<file path="src/rtl/assert_macros.svh">
// ----------------------------------------------------------------------------
// Assertion macros
// Shared concurrent assertion forms, clocked on clk and disabled in rst.
// ----------------------------------------------------------------------------
`ifndef ASSERT_MACROS_SVH
`define ASSERT_MACROS_SVH

// Consequent must hold in the same cycle as the antecedent.
`define GMCP_ASSERT_NOW(label, ante, cons, msg) \
  label: assert property (@(posedge clk) disable iff (rst) (ante) |-> (cons)) \
    else $error(msg);

// Consequent must hold in the cycle after the antecedent.
`define GMCP_ASSERT_NEXT(label, ante, cons, msg) \
  label: assert property (@(posedge clk) disable iff (rst) (ante) |=> (cons)) \
    else $error(msg);

`endif

</file>
<file path="src/rtl/gmcp_ram.sv">
// ----------------------------------------------------------------------------
// gmcp_ram
// Generic simple dual-port RAM: one write port, one read port, registered read.
// ----------------------------------------------------------------------------
module gmcp_ram #(
  parameter int WIDTH  = 8,
  parameter int DEPTH  = 256,
  parameter int ADDR_W = $clog2(DEPTH)
) (
  input  logic              clk,
  input  logic              we,
  input  logic [ADDR_W-1:0] waddr,
  input  logic [WIDTH-1:0]  wdata,
  input  logic [ADDR_W-1:0] raddr,
  output logic [WIDTH-1:0]  rdata
);

  logic [WIDTH-1:0] mem [DEPTH];

  always_ff @(posedge clk) begin
    if (we) begin
      mem[waddr] <= wdata;
    end
    rdata <= mem[raddr];
  end

endmodule

</file>
<file path="config.mk">
export PLATFORM = sky130hd
export DESIGN_NAME = gmcp_ram
export DESIGN_NICKNAME = d
export VERILOG_FILES = /design/src/rtl/assert_macros.svh /design/src/rtl/gmcp_ram.sv
export SDC_FILE = /design/constraint.sdc
export NUM_CORES = 2
export LEC_CHECK = 0
export BUFFER_PORTS_ARGS = -buffer_cell sky130_fd_sc_hd__buf_2
export CAP_MARGIN = 25
export CELL_PAD_IN_SITES_DETAIL_PLACEMENT = 0
export CELL_PAD_IN_SITES_GLOBAL_PLACEMENT = 1
export CORE_MARGIN = 5
export CORE_UTILIZATION = 51
export CTS_CLUSTER_DIAMETER = 40
export DETAILED_ROUTE_END_ITERATION = 8
export PLACE_DENSITY_LB_ADDON = 0.2
export SETUP_SLACK_MARGIN = 0.3
export SYNTH_ARGS = -nofsm -noshare
export SYNTH_HDL_FRONTEND = slang
export SYNTH_SLANG_ARGS = --single-unit
</file>
<file path="constraint.sdc">
create_clock -name clk -period 2.7 [get_ports clk]
set_clock_uncertainty 0.05 [all_clocks]
set_input_delay 0.54 -clock clk [delete_from_list [all_inputs] [get_ports clk]]
set_output_delay 0.54 -clock clk [all_outputs]
set_load 0.05 [all_outputs]
</file>
==> flow_summary.toml <==
[outcome]
outcome = "complete, no violations"

[layout]
multiInputGateArea_mm2 = 0.0167
regArea_mm2 = 0.0617
layout_common_cells = "2048 x edfxtp_1, 637 x buf_4, 454 x mux4_2, 283 x clkbuf_16, 279 x nor2_1"
layout_commonest_cell = "edfxtp_1"
area_growth_pct = 21.4
finish.utilization = 0.620
final_layout_size_suffix_gt1_frac = 0.353
nFillCells = 10800
finalNetCount = 4560

[detailed_routing]
viasPerCell = 6.11
wl_um = 205000
drcViolationCount = 0
vias = 41400
drt_iter0_drc = 4564
dr.pass1.iters = 5
routedWlPerCell_um = 30.3
ant_nets = 0

[global_route]
antenna_found_initial = 9
grt_max_degree = 83
grt-ovfl-total = 0
grt_use_total = 0.255
grt_pass1_wl_um = 299000
grt_pass1_vias = 42000

[clock_network]
clk_latency_ns = 0.90
cts_tree = "done"
clock_sinks = 2056
cts-root-buf = "clkbuf_16"
h-tree-depth = 5
clk_path_buf_depth = 4
clk_pin_slew_ns = 0.06
cts_setup_buffers = 0
cts_buffers = 277

[power]
cellLeakagePower_nw = 31.8
peakVddDrop_uv = 603
p_per_area_mw_per_mm2 = 770

[placement]
place.gp.congestion = 0.818
place_worst_setup_slack_ns = -0.892
io_buffers = 33
dp_hpwl_um = 133000

[worst_setup_path]
critPathMaxStageDelay_ns = 0.50
cp.required_ns = 3.40
cp.arrival_ns = 3.12
crit_path_max_fanout = 2
critPathKind = "flip-flop to flip-flop"
cp-end-kind = "flip-flop"
slowest_stage = "mux4_2"
cpMostUsedCell = "buf_4"
crit_path_start_kind = "flip-flop"
crit_chain = "mux4_2 -> a22o_1 -> a221oi_4 -> buf_4 -> o32ai_1 -> nor3_1 -> buf_4 -> nor4_1"

[yosys]
netlist_area_mm2 = 0.0796
syn_nets = 3759
synth-seq-area-share = 0.775
netlist.area_leader.share = 0.773
ys_warn_count = 0
ys_top_cells_by_area = "edfxtp_1 77%, mux4_2 13%, mux2i_1 1.7%, nor2_1 1.3%, a22oi_1 1.3%"
synth_top_area_cell = "edfxtp_1"
synth_edf_count = 2048
syn_area_per_cell_um2 = 21.3
async_flop_share = 0
netlist-cell-type-count = 55
ys_ff_latch = 2056
syn_inst = 3733
synth_ff_type = "edfxtp_1"

[floorplan]
num_io_pins = 34
fp.dieH_um = 405
core_area_mm2 = 0.156
placementRows = 145
dieWidth_um = 405
die_area_mm2 = 0.164
start_util = 0.511

[sta]
period_needed_ns = 2.42
rsz0062_at_grt = "true"
maxSlewViolCount = 0
hold_ws_ns = 0.134
worst_pin_slew_ns = 0.766
slew_headroom = 0.488
period_share = 0.896
hold_violations = 0
max_freq_mhz = 413
finalSetupViolations = 0
fin_ws_ns = 0.281

[run]
max-cap-violations = 0

[hold_path]
hold_class = "input port to flip-flop"
-- worst max-delay path: cells and delay by family (launching register included) --
kind / cells / cell delay [ns]
AO/OA/AOI/OAI: 3 / 0.72
multiplexers: 1 / 0.50
buffers and inverters: 2 / 0.40
flip-flops: 1 / 0.34
AND/OR/NAND/NOR: 2 / 0.26
-- cells by family (layout without fill, tap and decap cells) --
| group | count (synthesis) | count (layout) | synth area share |
|---|---|---|---|
| AOI/OAI and AO/OA | 385 | 385 | 0.0342 |
| buffers and inverters | 235 | 1224 | 0.0183 |
| DFF | 2056 | 2056 | 0.775 |
| muxes | 591 | 591 | 0.146 |
| other | 0 | 3 | 0 |
| and+or+nand+nor | 466 | 466 | 0.0263 |
-- cell usage after synthesis, drive strengths merged, types with 4 or more instances --
library cell and n:
a21oi 96, o211ai 10, mux2i 134, nor2b 31, nand3 34, edfxtp 2048
o22a 5, or2 4, a22o 8, nor2 282, buf 122, a221oi 14
a211oi 16, nand4 10, o32ai 5, nor3 22, nor4 27, o22ai 28
o21ai 12, and2 6, nand2b 8, clkbuf 111, a22oi 133, o221ai 47
dfxtp 8, mux4 456, a2111oi 5, nand2 33
-- flip-flops by register name, indices dropped and copies added (netlist names) --
signal and cells:
rdata 8, mem 2048
-- final cells by class --
cell class	count	share of cell area
diodes	3	0.0000777
clock buffers	315	0.0748
clock inverters	152	0.0172
inverters	2	0.0000777
multi-input cells	1442	0.173
flip-flops and latches	2056	0.639
well taps	2058	0.0267
repair buffers	755	0.0697
-- final timing paths --
kind,start,to,slack [ns],cells after the start
setup / recovery,mem[83][3],rdata[3],0.28,8
hold / removal,wdata[3],mem[186][3],0.13,1
setup reg to reg,mem[83][3],rdata[3],0.28,8
hold reg to reg,mem[33][5],rdata[5],1.01,7
-- per-layer routing --
layer | track usage | vias to the layer above | wire, um
met5 | 0 | - | 13
li1 | - | 17400 | -
met2 | 0.401 | 1943 | 99100
met1 | 0.367 | 21800 | 82800
met4 | 0.0688 | 2 | 4850
met3 | 0.0566 | 290 | 18500
-- where the power goes --
| group | internal [mW] | total [mW] | leakage, nW | switching (mW) |
|---|---|---|---|---|
| logic | 1.55 | 3.86 | 9.04 | 2.31 |
| clock network | 21.8 | 35.2 | 4.29 | 13.4 |
| registers | 35.2 | 35.3 | 18.5 | 0.0770 |
-- metrics by stage --
step	setup TNS, ns	cells	total power [mW]	instance area [um^2]
after global placement	-8.28	6304	39.7	87400
after CTS	0	6780	74.8	96500
after global routing	0	6780	76.6	96600
final	0	6783	74.3	96600
after floorplan	0	3733	37.7	79800
after detailed placement	-5.60	6309	39.8	87500
-- what timing repair did --
action | in CTS | in global routing
endpoints found under the hold margin | 61 | 0
endpoints found under the setup margin | 10 | 8
pin swaps | 1 | 3
hold buffers | 4 | 0
resized for setup | 16 | 18
Note: power is estimated with default switching activity, not from simulation.
